==> config.mk <==
export PLATFORM = sky130hd
export DESIGN_NAME = autorange_period_frequency_meter
export DESIGN_NICKNAME = d
export VERILOG_FILES = /design/src/sv/afm_pkg.sv /design/src/sv/autorange_period_frequency_meter.sv /design/src/sv/afm_div.sv /design/src/sv/afm_datapath.sv /design/src/sv/afm_ctrl.sv
export SDC_FILE = /design/constraint.sdc
export NUM_CORES = 1
export LEC_CHECK = 0
export ABC_AREA = 1
export BUFFER_PORTS_ARGS = -buffer_cell sky130_fd_sc_hd__buf_2
export CAP_MARGIN = 15
export CORE_MARGIN = 3
export CORE_UTILIZATION = 55
export DETAILED_ROUTE_END_ITERATION = 10
export PLACE_DENSITY_LB_ADDON = 0.25
export SETUP_SLACK_MARGIN = 0.5
export SYNTH_ARGS = -nofsm -noshare
export SYNTH_HDL_FRONTEND = slang
export SYNTH_SLANG_ARGS = --single-unit
==> constraint.sdc <==
create_clock -name aclk -period 4.6 [get_ports aclk]
set_input_delay 0.92 -clock aclk [delete_from_list [all_inputs] [get_ports aclk]]
set_output_delay 0.92 -clock aclk [all_outputs]
set_load 0.01 [all_outputs]
==> src/sv/afm_pkg.sv <==
// Types, codes and constants of the autoranging frequency meter.
// No dependencies; used by every module of the block.
package afm_pkg;

    localparam int MAX_EDGES  = 128;
    localparam int STAMP_W    = 16;
    localparam int CNT_W      = $clog2(MAX_EDGES + 1);
    localparam int SUM_W      = $clog2((MAX_EDGES - 2) * 65535 + 1);
    localparam int DIV_W      = 32;
    localparam int DIV_CNT_W  = $clog2(DIV_W);
    localparam int CFG_ADDR_W = 4;

    localparam logic [31:0] SLOW_TICK_RST = 32'd1440000;
    localparam logic [31:0] FAST_TICK_RST = 32'd18000000;
    localparam logic [15:0] SLOW_MIN_RST  = 16'd80;
    localparam logic [15:0] FAST_MIN_RST  = 16'd5;
    localparam logic [31:0] FREQ_ALL_ONES = 32'hFFFF_FFFF;

    typedef enum logic [1:0] {
        OP_START   = 2'd0,
        OP_CAPTURE = 2'd1,
        OP_END     = 2'd2,
        OP_NONE    = 2'd3
    } op_t;

    typedef enum logic [1:0] {
        STAT_VALID    = 2'd0,
        STAT_FEW      = 2'd1,
        STAT_TO_FAST  = 2'd2,
        STAT_FAST_OOR = 2'd3
    } status_t;

    typedef enum logic [1:0] {
        REG_SLOW_TICK = 2'd0,
        REG_FAST_TICK = 2'd1,
        REG_SLOW_MIN  = 2'd2,
        REG_FAST_MIN  = 2'd3
    } reg_idx_t;

    typedef enum logic [1:0] {
        FREQ_ZERO = 2'd0,
        FREQ_ONES = 2'd1,
        FREQ_QUOT = 2'd2
    } freq_sel_t;

    typedef enum logic [2:0] {
        S_IDLE,
        S_SLOW,
        S_FAST,
        S_DONE,
        S_MEAN,
        S_CHECK,
        S_FREQ,
        S_EMIT
    } fsm_t;

    typedef struct packed {
        logic [31:0] slow_tick_hz;
        logic [31:0] fast_tick_hz;
        logic [15:0] slow_min_period;
        logic [15:0] fast_min_period;
    } cfg_t;

    typedef struct packed {
        logic      clear;
        logic      capture;
        logic      fast_sel;
        logic      div_mean;
        logic      div_freq;
        logic      mean_load;
        logic      load_out;
        status_t   out_status;
        freq_sel_t freq_sel;
        logic      out_fast;
    } dp_cmd_t;

    typedef struct packed {
        logic count_full;
        logic count_lt3;
        logic too_short;
        logic div_done;
        logic mean_zero;
        logic out_free;
    } dp_stat_t;

endpackage

==> src/sv/autorange_period_frequency_meter.sv <==
// Top level of the autoranging reciprocal frequency meter: register port and wiring.
// Depends on afm_pkg, afm_ctrl and afm_datapath.
//
//  channel   role       beat fields
//  s_        input      tuser: op; tdata: stamp
//  m_        result     tuser: status, fast_range; tdata: frequency
//  APB       config     slow/fast tick rates, slow/fast minimum periods
//
// Starts and captures are accepted back to back while no division runs.
// A window end that needs no division registers its result in the next cycle;
// otherwise the shared radix-2 divider finds the mean and then, unless the mean
// is zero, the frequency, with no beat accepted meanwhile.
// Reset is synchronous and active low; there is no clearing pass.
// Captures and starts are taken while a result waits; a window end waits for room.
module autorange_period_frequency_meter (
    input  logic                              aclk,
    input  logic                              aresetn,
    input  logic                              s_tvalid,
    output logic                              s_tready,
    input  logic [15:0]                       s_tdata,   // [15:0] stamp
    input  logic [1:0]                        s_tuser,   // [1:0] op
    output logic                              m_tvalid,
    input  logic                              m_tready,
    output logic [31:0]                       m_tdata,   // [31:0] frequency
    output logic [2:0]                        m_tuser,   // [1:0] status, [2] fast_range
    input  logic                              psel,
    input  logic                              penable,
    input  logic                              pwrite,
    input  logic [afm_pkg::CFG_ADDR_W-1:0]    paddr,
    input  logic [31:0]                       pwdata,
    output logic [31:0]                       prdata,
    output logic                              pready
);

    logic [31:0]        slow_tick_reg, slow_tick_next;
    logic [31:0]        fast_tick_reg, fast_tick_next;
    logic [15:0]        slow_min_reg, slow_min_next;
    logic [15:0]        fast_min_reg, fast_min_next;
    logic               wr_en;
    afm_pkg::reg_idx_t  idx;
    afm_pkg::cfg_t      cfg;
    afm_pkg::dp_cmd_t   cmd;
    afm_pkg::dp_stat_t  stat;
    afm_pkg::status_t   out_status;
    logic [31:0]        out_freq;
    logic               out_fast;

    assign pready = 1'b1;
    assign wr_en  = psel && penable && pwrite && pready;
    assign idx    = afm_pkg::reg_idx_t'(paddr[3:2]);

    always_comb begin
        slow_tick_next = slow_tick_reg;
        fast_tick_next = fast_tick_reg;
        slow_min_next  = slow_min_reg;
        fast_min_next  = fast_min_reg;
        if (wr_en) begin
            unique case (idx)
                afm_pkg::REG_SLOW_TICK: slow_tick_next = pwdata;
                afm_pkg::REG_FAST_TICK: fast_tick_next = pwdata;
                afm_pkg::REG_SLOW_MIN:  slow_min_next  = pwdata[15:0];
                afm_pkg::REG_FAST_MIN:  fast_min_next  = pwdata[15:0];
            endcase
        end
    end

    always_comb begin
        unique case (idx)
            afm_pkg::REG_SLOW_TICK: prdata = slow_tick_reg;
            afm_pkg::REG_FAST_TICK: prdata = fast_tick_reg;
            afm_pkg::REG_SLOW_MIN:  prdata = {16'd0, slow_min_reg};
            afm_pkg::REG_FAST_MIN:  prdata = {16'd0, fast_min_reg};
        endcase
    end

    always_ff @(posedge aclk) begin
        if (!aresetn) begin
            slow_tick_reg <= afm_pkg::SLOW_TICK_RST;
            fast_tick_reg <= afm_pkg::FAST_TICK_RST;
            slow_min_reg  <= afm_pkg::SLOW_MIN_RST;
            fast_min_reg  <= afm_pkg::FAST_MIN_RST;
        end else begin
            slow_tick_reg <= slow_tick_next;
            fast_tick_reg <= fast_tick_next;
            slow_min_reg  <= slow_min_next;
            fast_min_reg  <= fast_min_next;
        end
    end

    assign cfg.slow_tick_hz    = slow_tick_reg;
    assign cfg.fast_tick_hz    = fast_tick_reg;
    assign cfg.slow_min_period = slow_min_reg;
    assign cfg.fast_min_period = fast_min_reg;

    afm_ctrl u_ctrl (
        .aclk     (aclk),
        .aresetn  (aresetn),
        .in_valid (s_tvalid),
        .op       (afm_pkg::op_t'(s_tuser)),
        .in_ready (s_tready),
        .stat     (stat),
        .cmd      (cmd)
    );

    afm_datapath u_dp (
        .aclk       (aclk),
        .aresetn    (aresetn),
        .cfg        (cfg),
        .cmd        (cmd),
        .stat       (stat),
        .stamp      (s_tdata),
        .out_ready  (m_tready),
        .out_valid  (m_tvalid),
        .out_status (out_status),
        .out_freq   (out_freq),
        .out_fast   (out_fast)
    );

    assign m_tdata = out_freq;
    assign m_tuser = {out_fast, out_status};

endmodule

==> src/sv/afm_div.sv <==
// Radix-2 restoring divider, one quotient bit per cycle.
// Depends on afm_pkg for its width.
module afm_div (
    input  logic                       aclk,
    input  logic                       aresetn,
    input  logic                       start,
    input  logic [afm_pkg::DIV_W-1:0]  dividend,
    input  logic [afm_pkg::DIV_W-1:0]  divisor,
    output logic                       done,
    output logic [afm_pkg::DIV_W-1:0]  quotient
);

    logic                          busy_reg, busy_next;
    logic                          done_reg, done_next;
    logic [afm_pkg::DIV_CNT_W-1:0] cnt_reg, cnt_next;
    logic [afm_pkg::DIV_W-1:0]     rem_reg, rem_next;
    logic [afm_pkg::DIV_W-1:0]     quo_reg, quo_next;
    logic [afm_pkg::DIV_W-1:0]     dsr_reg, dsr_next;
    logic [afm_pkg::DIV_W:0]       rem_shift;
    logic [afm_pkg::DIV_W:0]       diff;
    logic                          fits;

    assign rem_shift = {rem_reg, quo_reg[afm_pkg::DIV_W-1]};
    assign diff      = rem_shift - {1'b0, dsr_reg};
    assign fits      = ~diff[afm_pkg::DIV_W];

    always_comb begin
        busy_next = busy_reg;
        done_next = 1'b0;
        cnt_next  = cnt_reg;
        rem_next  = rem_reg;
        quo_next  = quo_reg;
        dsr_next  = dsr_reg;
        if (start) begin
            busy_next = 1'b1;
            cnt_next  = afm_pkg::DIV_CNT_W'(afm_pkg::DIV_W - 1);
            rem_next  = '0;
            quo_next  = dividend;
            dsr_next  = divisor;
        end else if (busy_reg) begin
            rem_next = fits ? diff[afm_pkg::DIV_W-1:0] : rem_shift[afm_pkg::DIV_W-1:0];
            quo_next = {quo_reg[afm_pkg::DIV_W-2:0], fits};
            if (cnt_reg == '0) begin
                busy_next = 1'b0;
                done_next = 1'b1;
            end else begin
                cnt_next = cnt_reg - 1'b1;
            end
        end
    end

    always_ff @(posedge aclk) begin
        if (!aresetn) begin
            busy_reg <= 1'b0;
            done_reg <= 1'b0;
            cnt_reg  <= '0;
        end else begin
            busy_reg <= busy_next;
            done_reg <= done_next;
            cnt_reg  <= cnt_next;
        end
    end

    always_ff @(posedge aclk) begin
        rem_reg <= rem_next;
        quo_reg <= quo_next;
        dsr_reg <= dsr_next;
    end

    assign done     = done_reg;
    assign quotient = quo_reg;

endmodule

==> src/sv/afm_datapath.sv <==
// Datapath: period accumulation, mean and frequency division, result register.
// Depends on afm_pkg and afm_div.
module afm_datapath (
    input  logic                          aclk,
    input  logic                          aresetn,
    input  afm_pkg::cfg_t                 cfg,
    input  afm_pkg::dp_cmd_t              cmd,
    output afm_pkg::dp_stat_t             stat,
    input  logic [afm_pkg::STAMP_W-1:0]   stamp,
    input  logic                          out_ready,
    output logic                          out_valid,
    output afm_pkg::status_t              out_status,
    output logic [31:0]                   out_freq,
    output logic                          out_fast
);

    logic [afm_pkg::CNT_W-1:0]   count_reg, count_next;
    logic [afm_pkg::STAMP_W-1:0] last_reg, last_next;
    logic [afm_pkg::SUM_W-1:0]   sum_reg, sum_next;
    logic                        short_reg, short_next;
    logic [afm_pkg::STAMP_W-1:0] mean_reg, mean_next;
    logic                        ovalid_reg, ovalid_next;
    afm_pkg::status_t            ostatus_reg, ostatus_next;
    logic [31:0]                 ofreq_reg, ofreq_next;
    logic                        ofast_reg, ofast_next;

    logic [afm_pkg::STAMP_W-1:0] period;
    logic [afm_pkg::STAMP_W-1:0] min_period;
    logic [afm_pkg::CNT_W-1:0]   periods;
    logic                        div_start;
    logic [afm_pkg::DIV_W-1:0]   div_a, div_b, div_q;
    logic                        div_done;
    logic [31:0]                 freq_val;

    assign period     = stamp - last_reg;
    assign min_period = cmd.fast_sel ? cfg.fast_min_period : cfg.slow_min_period;
    assign periods    = count_reg - afm_pkg::CNT_W'(2);

    assign div_start = cmd.div_mean | cmd.div_freq;
    assign div_a = cmd.div_mean
                 ? {{(afm_pkg::DIV_W - afm_pkg::SUM_W){1'b0}}, sum_reg}
                 : (cmd.fast_sel ? cfg.fast_tick_hz : cfg.slow_tick_hz);
    assign div_b = cmd.div_mean
                 ? {{(afm_pkg::DIV_W - afm_pkg::CNT_W){1'b0}}, periods}
                 : {{(afm_pkg::DIV_W - afm_pkg::STAMP_W){1'b0}}, mean_reg};

    afm_div u_div (
        .aclk     (aclk),
        .aresetn  (aresetn),
        .start    (div_start),
        .dividend (div_a),
        .divisor  (div_b),
        .done     (div_done),
        .quotient (div_q)
    );

    always_comb begin
        unique case (cmd.freq_sel)
            afm_pkg::FREQ_ZERO: freq_val = '0;
            afm_pkg::FREQ_ONES: freq_val = afm_pkg::FREQ_ALL_ONES;
            afm_pkg::FREQ_QUOT: freq_val = div_q;
            default:            freq_val = '0;
        endcase
    end

    always_comb begin
        count_next   = count_reg;
        last_next    = last_reg;
        sum_next     = sum_reg;
        short_next   = short_reg;
        mean_next    = mean_reg;
        ostatus_next = ostatus_reg;
        ofreq_next   = ofreq_reg;
        ofast_next   = ofast_reg;
        ovalid_next  = ovalid_reg & ~out_ready;
        if (cmd.clear) begin
            count_next = '0;
            last_next  = '0;
            sum_next   = '0;
            short_next = 1'b0;
        end else if (cmd.capture) begin
            if (count_reg >= afm_pkg::CNT_W'(2)) begin
                sum_next = sum_reg + afm_pkg::SUM_W'(period);
                if (period < min_period) begin
                    short_next = 1'b1;
                end
            end
            last_next  = stamp;
            count_next = count_reg + 1'b1;
        end
        if (cmd.mean_load) begin
            mean_next = div_q[afm_pkg::STAMP_W-1:0];
        end
        if (cmd.load_out) begin
            ovalid_next  = 1'b1;
            ostatus_next = cmd.out_status;
            ofreq_next   = freq_val;
            ofast_next   = cmd.out_fast;
        end
    end

    always_ff @(posedge aclk) begin
        if (!aresetn) begin
            count_reg  <= '0;
            last_reg   <= '0;
            sum_reg    <= '0;
            short_reg  <= 1'b0;
            ovalid_reg <= 1'b0;
        end else begin
            count_reg  <= count_next;
            last_reg   <= last_next;
            sum_reg    <= sum_next;
            short_reg  <= short_next;
            ovalid_reg <= ovalid_next;
        end
    end

    always_ff @(posedge aclk) begin
        mean_reg    <= mean_next;
        ostatus_reg <= ostatus_next;
        ofreq_reg   <= ofreq_next;
        ofast_reg   <= ofast_next;
    end

    assign stat.count_full = count_reg >= afm_pkg::CNT_W'(afm_pkg::MAX_EDGES);
    assign stat.count_lt3  = count_reg < afm_pkg::CNT_W'(3);
    assign stat.too_short  = short_reg;
    assign stat.div_done   = div_done;
    assign stat.mean_zero  = mean_reg == '0;
    assign stat.out_free   = ~ovalid_reg | out_ready;

    assign out_valid  = ovalid_reg;
    assign out_status = ostatus_reg;
    assign out_freq   = ofreq_reg;
    assign out_fast   = ofast_reg;

endmodule

==> src/sv/afm_ctrl.sv <==
// Controller: window phase, range select and divider sequencing.
// Depends on afm_pkg; drives afm_datapath through its command struct.
module afm_ctrl (
    input  logic               aclk,
    input  logic               aresetn,
    input  logic               in_valid,
    input  afm_pkg::op_t       op,
    output logic               in_ready,
    input  afm_pkg::dp_stat_t  stat,
    output afm_pkg::dp_cmd_t   cmd
);

    afm_pkg::fsm_t state_reg, state_next;
    logic          fast_reg, fast_next;
    logic          rest;
    logic          window;
    logic          accept;

    assign rest = (state_reg == afm_pkg::S_IDLE) || (state_reg == afm_pkg::S_SLOW)
               || (state_reg == afm_pkg::S_FAST) || (state_reg == afm_pkg::S_DONE);
    assign window   = (state_reg == afm_pkg::S_SLOW) || (state_reg == afm_pkg::S_FAST);
    assign in_ready = rest && (stat.out_free || (op != afm_pkg::OP_END));
    assign accept   = in_valid && in_ready;

    always_comb begin
        state_next = state_reg;
        unique case (state_reg)
            afm_pkg::S_IDLE, afm_pkg::S_DONE: begin
                if (accept && op == afm_pkg::OP_START) begin
                    state_next = afm_pkg::S_SLOW;
                end
            end
            afm_pkg::S_SLOW: begin
                if (accept && op == afm_pkg::OP_START) begin
                    state_next = afm_pkg::S_SLOW;
                end else if (accept && op == afm_pkg::OP_END) begin
                    priority if (stat.count_lt3) begin
                        state_next = afm_pkg::S_DONE;
                    end else if (stat.too_short) begin
                        state_next = afm_pkg::S_FAST;
                    end else begin
                        state_next = afm_pkg::S_MEAN;
                    end
                end
            end
            afm_pkg::S_FAST: begin
                if (accept && op == afm_pkg::OP_START) begin
                    state_next = afm_pkg::S_SLOW;
                end else if (accept && op == afm_pkg::OP_END) begin
                    state_next = (stat.count_lt3 || stat.too_short)
                               ? afm_pkg::S_DONE : afm_pkg::S_MEAN;
                end
            end
            afm_pkg::S_MEAN: begin
                if (stat.div_done) begin
                    state_next = afm_pkg::S_CHECK;
                end
            end
            afm_pkg::S_CHECK: begin
                state_next = stat.mean_zero ? afm_pkg::S_EMIT : afm_pkg::S_FREQ;
            end
            afm_pkg::S_FREQ: begin
                if (stat.div_done) begin
                    state_next = afm_pkg::S_EMIT;
                end
            end
            afm_pkg::S_EMIT: begin
                if (stat.out_free) begin
                    state_next = afm_pkg::S_DONE;
                end
            end
        endcase
    end

    always_comb begin
        cmd          = '0;
        cmd.fast_sel = fast_reg;
        fast_next    = fast_reg;
        unique case (state_reg)
            afm_pkg::S_IDLE, afm_pkg::S_DONE, afm_pkg::S_SLOW, afm_pkg::S_FAST: begin
                if (accept && op == afm_pkg::OP_START) begin
                    cmd.clear = 1'b1;
                    fast_next = 1'b0;
                end else if (accept && op == afm_pkg::OP_CAPTURE) begin
                    cmd.capture = window && !stat.count_full;
                end else if (accept && op == afm_pkg::OP_END
                             && state_reg == afm_pkg::S_SLOW) begin
                    priority if (stat.count_lt3) begin
                        cmd.load_out   = 1'b1;
                        cmd.out_status = afm_pkg::STAT_FEW;
                        cmd.freq_sel   = afm_pkg::FREQ_ZERO;
                        cmd.out_fast   = 1'b0;
                    end else if (stat.too_short) begin
                        cmd.clear      = 1'b1;
                        fast_next      = 1'b1;
                        cmd.load_out   = 1'b1;
                        cmd.out_status = afm_pkg::STAT_TO_FAST;
                        cmd.freq_sel   = afm_pkg::FREQ_ZERO;
                        cmd.out_fast   = 1'b1;
                    end else begin
                        cmd.div_mean = 1'b1;
                    end
                end else if (accept && op == afm_pkg::OP_END
                             && state_reg == afm_pkg::S_FAST) begin
                    if (stat.count_lt3 || stat.too_short) begin
                        cmd.load_out   = 1'b1;
                        cmd.out_status = afm_pkg::STAT_FAST_OOR;
                        cmd.freq_sel   = afm_pkg::FREQ_ONES;
                        cmd.out_fast   = 1'b1;
                    end else begin
                        cmd.div_mean = 1'b1;
                    end
                end
            end
            afm_pkg::S_MEAN: begin
                cmd.mean_load = stat.div_done;
            end
            afm_pkg::S_CHECK: begin
                cmd.div_freq = !stat.mean_zero;
            end
            afm_pkg::S_FREQ: begin
                cmd.div_freq = 1'b0;
            end
            afm_pkg::S_EMIT: begin
                cmd.load_out   = stat.out_free;
                cmd.out_status = afm_pkg::STAT_VALID;
                cmd.freq_sel   = stat.mean_zero ? afm_pkg::FREQ_ONES : afm_pkg::FREQ_QUOT;
                cmd.out_fast   = fast_reg;
            end
        endcase
    end

    always_ff @(posedge aclk) begin
        if (!aresetn) begin
            state_reg <= afm_pkg::S_IDLE;
            fast_reg  <= 1'b0;
        end else begin
            state_reg <= state_next;
            fast_reg  <= fast_next;
        end
    end

endmodule

==> flow_metrics.tcl, run 1 <==
set metrics [dict create \
    place.gp.congestion 0.9605 \
    relSlewSlack 0.2158 \
    cp.required_ns 5.01 \
    period_share 0.8246 \
    crit_fanout 6 \
    slowest_delay_ns 0.42 \
    grt_pass1_wl_mm 71.32 \
    p_per_area_mw_per_mm2 344.9 \
    drive_above_1_share 0.1022 \
    drv_cap 0 \
    synth_top_area_frac 0.2290 \
    dieWidth_um 178.9 \
    avgRoutedWirePerCell_um 16.27 \
    vias 15153 \
    async_flop_share 0 \
    crit_path_top_delay_cell "fa_1" \
    layout_setup_ws_ns 0.8071 \
    layout.cells.non_filler 2754 \
    clock-sinks 287 \
    final_nets 2483 \
    p_switching_mw 1.713 \
    synthCells 2254 \
    synth.most_common_cell "nand2_1" \
    fmax_ghz 0.2636 \
    worst_pin_slew_ns 1.175 \
    fin_skew_ns 0.02084 \
    cts_tree "yes" \
    cts.path.max_buffers 3 \
    ios 131 \
    syn_avg_cell_area_um2 7.291 \
    seq_area_frac_synth 0.4099 \
    dp_hpwl_mm 32.36 \
    antenna_found_initial 0 \
    die_area_mm2 0.03199 \
    start_util 0.5649 \
    dr.pass1.iters 5 \
    path_buf_inv 5 \
    rsz0062_at_grt "false" \
    ys.flop_type "dfxtp_1" \
    ys_ff_latch 287 \
    drt-initial-drc-count 1203 \
    cts-root-buf "clkbuf_16" \
    dp_cells 2695 \
    yosysUniqueCellTypes 51 \
    drtAntennaViolNets 0 \
    outcome "completed" \
    p_seq_frac 0.436 \
    drc 0 \
    vdd_drop_max_mv 0.3638 \
    cellLeakagePower_nw 8.234 \
    htree_levels 1 \
    path_common_cell "nand2_1" \
    yosysTopAreaCell "dfxtp_1" \
    synth_area_mm2 0.01643 \
    hold_path.class "register to register" \
    period_needed_ns 3.793 \
    start_kind "input pin" \
    path_cells "buf_2 > inv_1 > ha_1 > fa_1 > o21ai_1 > a21boi_0 > inv_1 > nand2_1 > nand2_1 > nand2_1 > nand2_1 > xor2_1 > inv_1 > ha_1 > nand2_1 > inv_1 > nand2_1 > nor3_1 > nand3_1 > nand3_2 > nand2_1 > nand2_1 > a21oi_1" \
    track_usage 0.2758 \
    synthToLayoutAreaGrowth_pct 12.01 \
    postCtsHoldBufs 0 \
    fill_cells 2605 \
    worstSetupEndpointType "register" \
    grt_max_degree 103 \
    core_mm2 0.02909 \
    vias_per_cell 5.502 \
    path_class "input pin to register" \
    grt_pass1_vias 14055 \
    portBuffers 127 \
    final_core_util 0.6328 \
    netlist_top_cells_area "dfxtp_1 23%, edfxtp_1 18%, nand2_1 13%" \
    worstPathArrival_ns 4.21 \
    dieHeight_um 178.9 \
    synth_commonest_cells "577 x nand2_1, 305 x nor2_1, 268 x inv_1" \
    p_int_mw 4.635 \
    preCtsSetupSlack_ns 0.1364 \
    hold_viol_final 0 \
    yosys_warnings 0 \
    maxSlewViolCount 0 \
    switching_share 0.2699 \
    clk_latency_ns 0.56 \
    path_clk_slew_ns 0.06 \
    pwr-share-comb 0.147 \
    pwr-share-clk 0.417 \
    setup_viol 0 \
    path_delay_family "simple AND/OR/NAND/NOR gates" \
    row_count 62 \
    synth_edf_count 99 \
    fin_tns_setup_ns 0 \
    finalWirelength_mm 44.81 \
    grt_overflow 0 \
    numCtsBuffers 31 \
    syn_nets 2392 \
]
==> placed cells by master (no fill, tap or decap), drive strengths merged, types with 6 or more instances in the layout <==
| cell | count |
|---|---|
| a211oi | 6 |
| o311ai | 10 |
| dfxtp | 188 |
| buf | 147 |
| o211ai | 11 |
| mux2i | 22 |
| xor2 | 24 |
| clkbuf | 40 |
| nand2 | 585 |
| nor3 | 11 |
| o221ai | 9 |
| nor2 | 312 |
| o2111ai | 9 |
| inv | 274 |
| clkinv | 7 |
| xnor2 | 22 |
| o21ai | 175 |
| a22o | 9 |
| ha | 74 |
| nand4 | 28 |
| edfxtp | 99 |
| a21oi | 151 |
| nand3 | 121 |
==> per-stage QoR <==
step / hold WS, ns / area (um2) / power (mW)
floorplan: 0.4389 / 16430 / 3.470
global placement: 0.4467 / 17270 / 3.707
detailed placement: 0.4527 / 17270 / 3.727
CTS: 0.4628 / 18370 / 6.378
global route: 0.4816 / 18410 / 6.616
finish: 0.4602 / 18410 / 6.349
==> cell type report <==
type / instances / area, um2 / area share
sequential: 287 / 6738 / 0.3660
clock buffer: 40 / 869.6 / 0.04724
clock inverter: 17 / 234.0 / 0.01271
tap: 384 / 480.5 / 0.02610
timing repair buffer: 147 / 805.8 / 0.04377
inverter: 274 / 1032 / 0.05607
antenna: 1 / 2.502 / 0.0001359
multi-input combinational: 1604 / 8247 / 0.4480
==> power groups by stage <==
stage                     registers (mW)  clock network, mW  logic [mW]
after floorplan                     2.81                  0       0.663
after global placement              2.82                  0       0.889
after detailed placement            2.82                  0       0.907
after CTS                           2.77               2.70       0.914
after global routing                2.78               2.79        1.05
final                               2.77               2.65       0.930
==> worst paths after layout <==
check                        start                to  slack (ns)  cells past startpoint
setup / recovery        s_tdata[0]  u_dp.sum_reg[17]        0.81                     23
setup reg to reg  u_dp.last_reg[0]  u_dp.sum_reg[17]        0.99                     21
hold / removal    u_dp.sum_reg[22]  u_dp.sum_reg[22]        0.46                      2
hold reg to reg   u_dp.sum_reg[22]  u_dp.sum_reg[22]        0.46                      2
==> timing repair <==
item                                    in CTS  in global routing
endpoints found under the setup margin       0                  2
buffers inserted                             0                  0
resized for setup                            0                  2
==> worst reg2reg max path, cell delays in order (launching register included) <==
cell and delay, ns:
dfxtp_1 0.32, ha_1 0.22, fa_1 0.42, o21ai_1 0.23
a21boi_0 0.20, inv_1 0.11, nand2_1 0.06, nand2_1 0.09
nand2_1 0.06, nand2_1 0.07, xor2_1 0.20, inv_1 0.13
ha_1 0.40, nand2_1 0.15, inv_1 0.10, nand2_1 0.07
nor3_1 0.20, nand3_1 0.13, nand3_2 0.14, nand2_1 0.06
nand2_1 0.07, a21oi_1 0.06
==> cells by family (layout without fill, tap and decap cells) <==
family          after synthesis  after routing  synth area share
buf+inv                     363            478           0.08999
simple gates               1063           1063            0.2668
compound gates              395            395            0.1351
fa+ha+maj                    77             77           0.05999
xor+xnor                     46             46           0.02451
other cells                   1              2         0.0002282
flops                       287            287            0.4099
mux                          22             22           0.01340
==> routing by layer <==
metal / part of all wire / GRT usage / vias to the layer above
met2: 0.48 / 0.4750 / 457
met1: 0.43 / 0.3631 / 7087
met3: 0.060 / 0.03537 / 74
met4: 0.026 / 0.08182 / 0
met5: 0 / 0 / -
li1: - / - / 7535
Note: power is estimated with default switching activity, not from simulation.
==> run 2: changes to the inputs <==
==> constraint.sdc (replaced) <==
create_clock -name aclk -period 3.3 [get_ports aclk]
set_input_delay 0.66 -clock aclk [delete_from_list [all_inputs] [get_ports aclk]]
set_output_delay 0.66 -clock aclk [all_outputs]
set_load 0.01 [all_outputs]
==> run 2 against run 1 <==
  * Register-to-register slack worse by 0.69 ns
  * Critical path depth down 4
  * Setup slack worse by 0.51 ns
  * Utilization up 5.2 points
  * Final area up 8.2%
  * Count of clock-buffer cells in the layout up 3
  * Critical path type is now register to register
  * Largest power group unchanged
  * Highest routed layer is now met5
==> flow_metrics.tcl, run 2 (same netlist as run 1, synthesis figures left out) <==
set metrics [dict create \
    cellLeakagePower_nw 8.801 \
    fin_skew_ns 0.03165 \
    core_mm2 0.02909 \
    path_clk_slew_ns 0.06 \
    clk_latency_ns 0.58 \
    ios 131 \
    cp.required_ns 3.74 \
    die_area_mm2 0.03199 \
    path_class "register to register" \
    synthToLayoutAreaGrowth_pct 21.15 \
    antenna_found_initial 2 \
    start_util 0.5649 \
    total_power_mw 9.245 \
    place.gp.congestion 0.9426 \
    hold_viol_final 0 \
    grt_overflow 0 \
    setup_viol 0 \
    worstSetupEndpointType "register" \
    relSlewSlack 0.2339 \
    final_nets 2571 \
    drc 0 \
    layout_setup_ws_ns 0.2961 \
    grt_pass1_wl_mm 73.35 \
    layout.cells.non_filler 2844 \
    dp_hpwl_mm 33.54 \
    postCtsHoldBufs 0 \
    crit_fanout 4 \
    fmax_ghz 0.3329 \
    vdd_drop_max_mv 0.5088 \
    start_kind "register" \
    drive_above_1_share 0.1810 \
    dr.pass1.iters 6 \
    hold_start "pwdata[16]" \
    drt-initial-drc-count 1618 \
    hold_path_depth 3 \
    dieWidth_um 178.9 \
    drtAntennaViolNets 0 \
    r2r_end "u_dp.sum_reg[22]" \
    hold_path.class "input pin to register" \
    rsz0062_at_grt "true" \
    cts.path.max_buffers 3 \
    worst_pin_slew_ns 1.145 \
    numCtsBuffers 31 \
    vias 15739 \
    worstPathArrival_ns 3.44 \
    ff2ff_setup_slack_ns 0.30 \
    period_share 0.9103 \
    rr_worst_depth 19 \
    clock-sinks 287 \
    p_per_area_mw_per_mm2 464.3 \
    row_count 62 \
    dieHeight_um 178.9 \
    avgRoutedWirePerCell_um 16.88 \
    vias_per_cell 5.534 \
    finalWirelength_mm 48.00 \
    min_to "slow_tick_reg[16]" \
    final_cell_mix "556 x nand2_1, 294 x nor2_1, 261 x inv_1" \
    reg2reg_from "u_dp.last_reg[0]" \
    preCtsSetupSlack_ns -0.2951 \
    period_needed_ns 3.004 \
    maxSlewViolCount 0 \
    cts-root-buf "clkbuf_16" \
    outcome "completed" \
    cts_tree "yes" \
    final_core_util 0.6844 \
    portBuffers 127 \
    grt_pass1_vias 14380 \
    dp_cells 2761 \
    layout_commonest_cell "nand2_1" \
    fill_cells 2379 \
    drv_cap 0 \
    htree_levels 1 \
    grt_max_degree 99 \
    track_usage 0.2861 \
]
run 2: changes by cell type in the layout (fill, tap and decap cells not counted), sizes merged:
cell and delta:
clkinvlp -3, buf +86, bufinv -1, clkinv +3
clkbuf +5, inv -1, diode +1
run 2: worst max-delay path by stage:
stage               cells past startpoint          endpoint             start
floorplan                              22  u_dp.sum_reg[17]        s_tdata[0]
global placement                       21  u_dp.sum_reg[17]        s_tdata[0]
detailed placement                     17  u_dp.sum_reg[17]        s_tdata[0]
CTS                                    17  u_dp.sum_reg[17]  u_dp.last_reg[2]
global route                           19  u_dp.sum_reg[22]  u_dp.last_reg[0]
finish                                 19  u_dp.sum_reg[22]  u_dp.last_reg[0]
run 2: timing repair:
action,in CTS,in global routing
setup endpoints to repair,76,61
gates cloned,0,2
setup buffers,11,9
resized for setup,54,81
pin swaps,35,49
run 2: metrics by stage:
stage               hold WS [ns]  area (um2)  TNS, ns
floorplan                 0.4389       16540        0
global placement          0.4458       17890   -2.048
detailed placement        0.4607       17890   -2.760
CTS                       0.2938       19350        0
global route              0.3153       19910        0
finish                    0.3073       19910        0
run 2: area by class of cell:
cell class                      instances  area [um2]  share of cell area
Inverter                              274        1045             0.05247
Clock buffer                           43       913.4             0.04587
Antenna cell                            2       5.005           0.0002514
Multi-Input combinational cell       1604        8982              0.4511
Tap cell                              384       480.5             0.02413
Timing Repair Buffer                  235        1554             0.07805
Clock inverter                         15       188.9            0.009489
Sequential cell                       287        6741              0.3386
run 2: critical path, stage by stage, from the launching register on:
cell and delay [ns]:
dfxtp_2 0.33, ha_4 0.17, fa_2 0.36, o21ai_2 0.17
a21boi_2 0.09, inv_1 0.07, nand2_1 0.05, nand2_1 0.07
nand2_1 0.06, nand2_1 0.07, xor2_1 0.18, inv_2 0.08
ha_4 0.32, nand4_1 0.15, nor3_2 0.23, nand3_1 0.12
nand3_2 0.13, nand2_1 0.08, nand2_1 0.10, a21oi_2 0.07
run 2: power by group:
| group | switching [mW] | internal [mW] |
|---|---|---|
| Clock | 1.46 | 2.24 |
| Sequential | 0.0999 | 3.76 |
| Combinational | 0.995 | 0.686 |
run 2: layer usage:
metal  vias up  routed length [um]  GRT usage
met5         -                  10          0
met1      7323               20020     0.3812
li1       7712                   -          -
met3       100                3263    0.02817
met2       602               23040     0.4943
met4         2                1659    0.08344
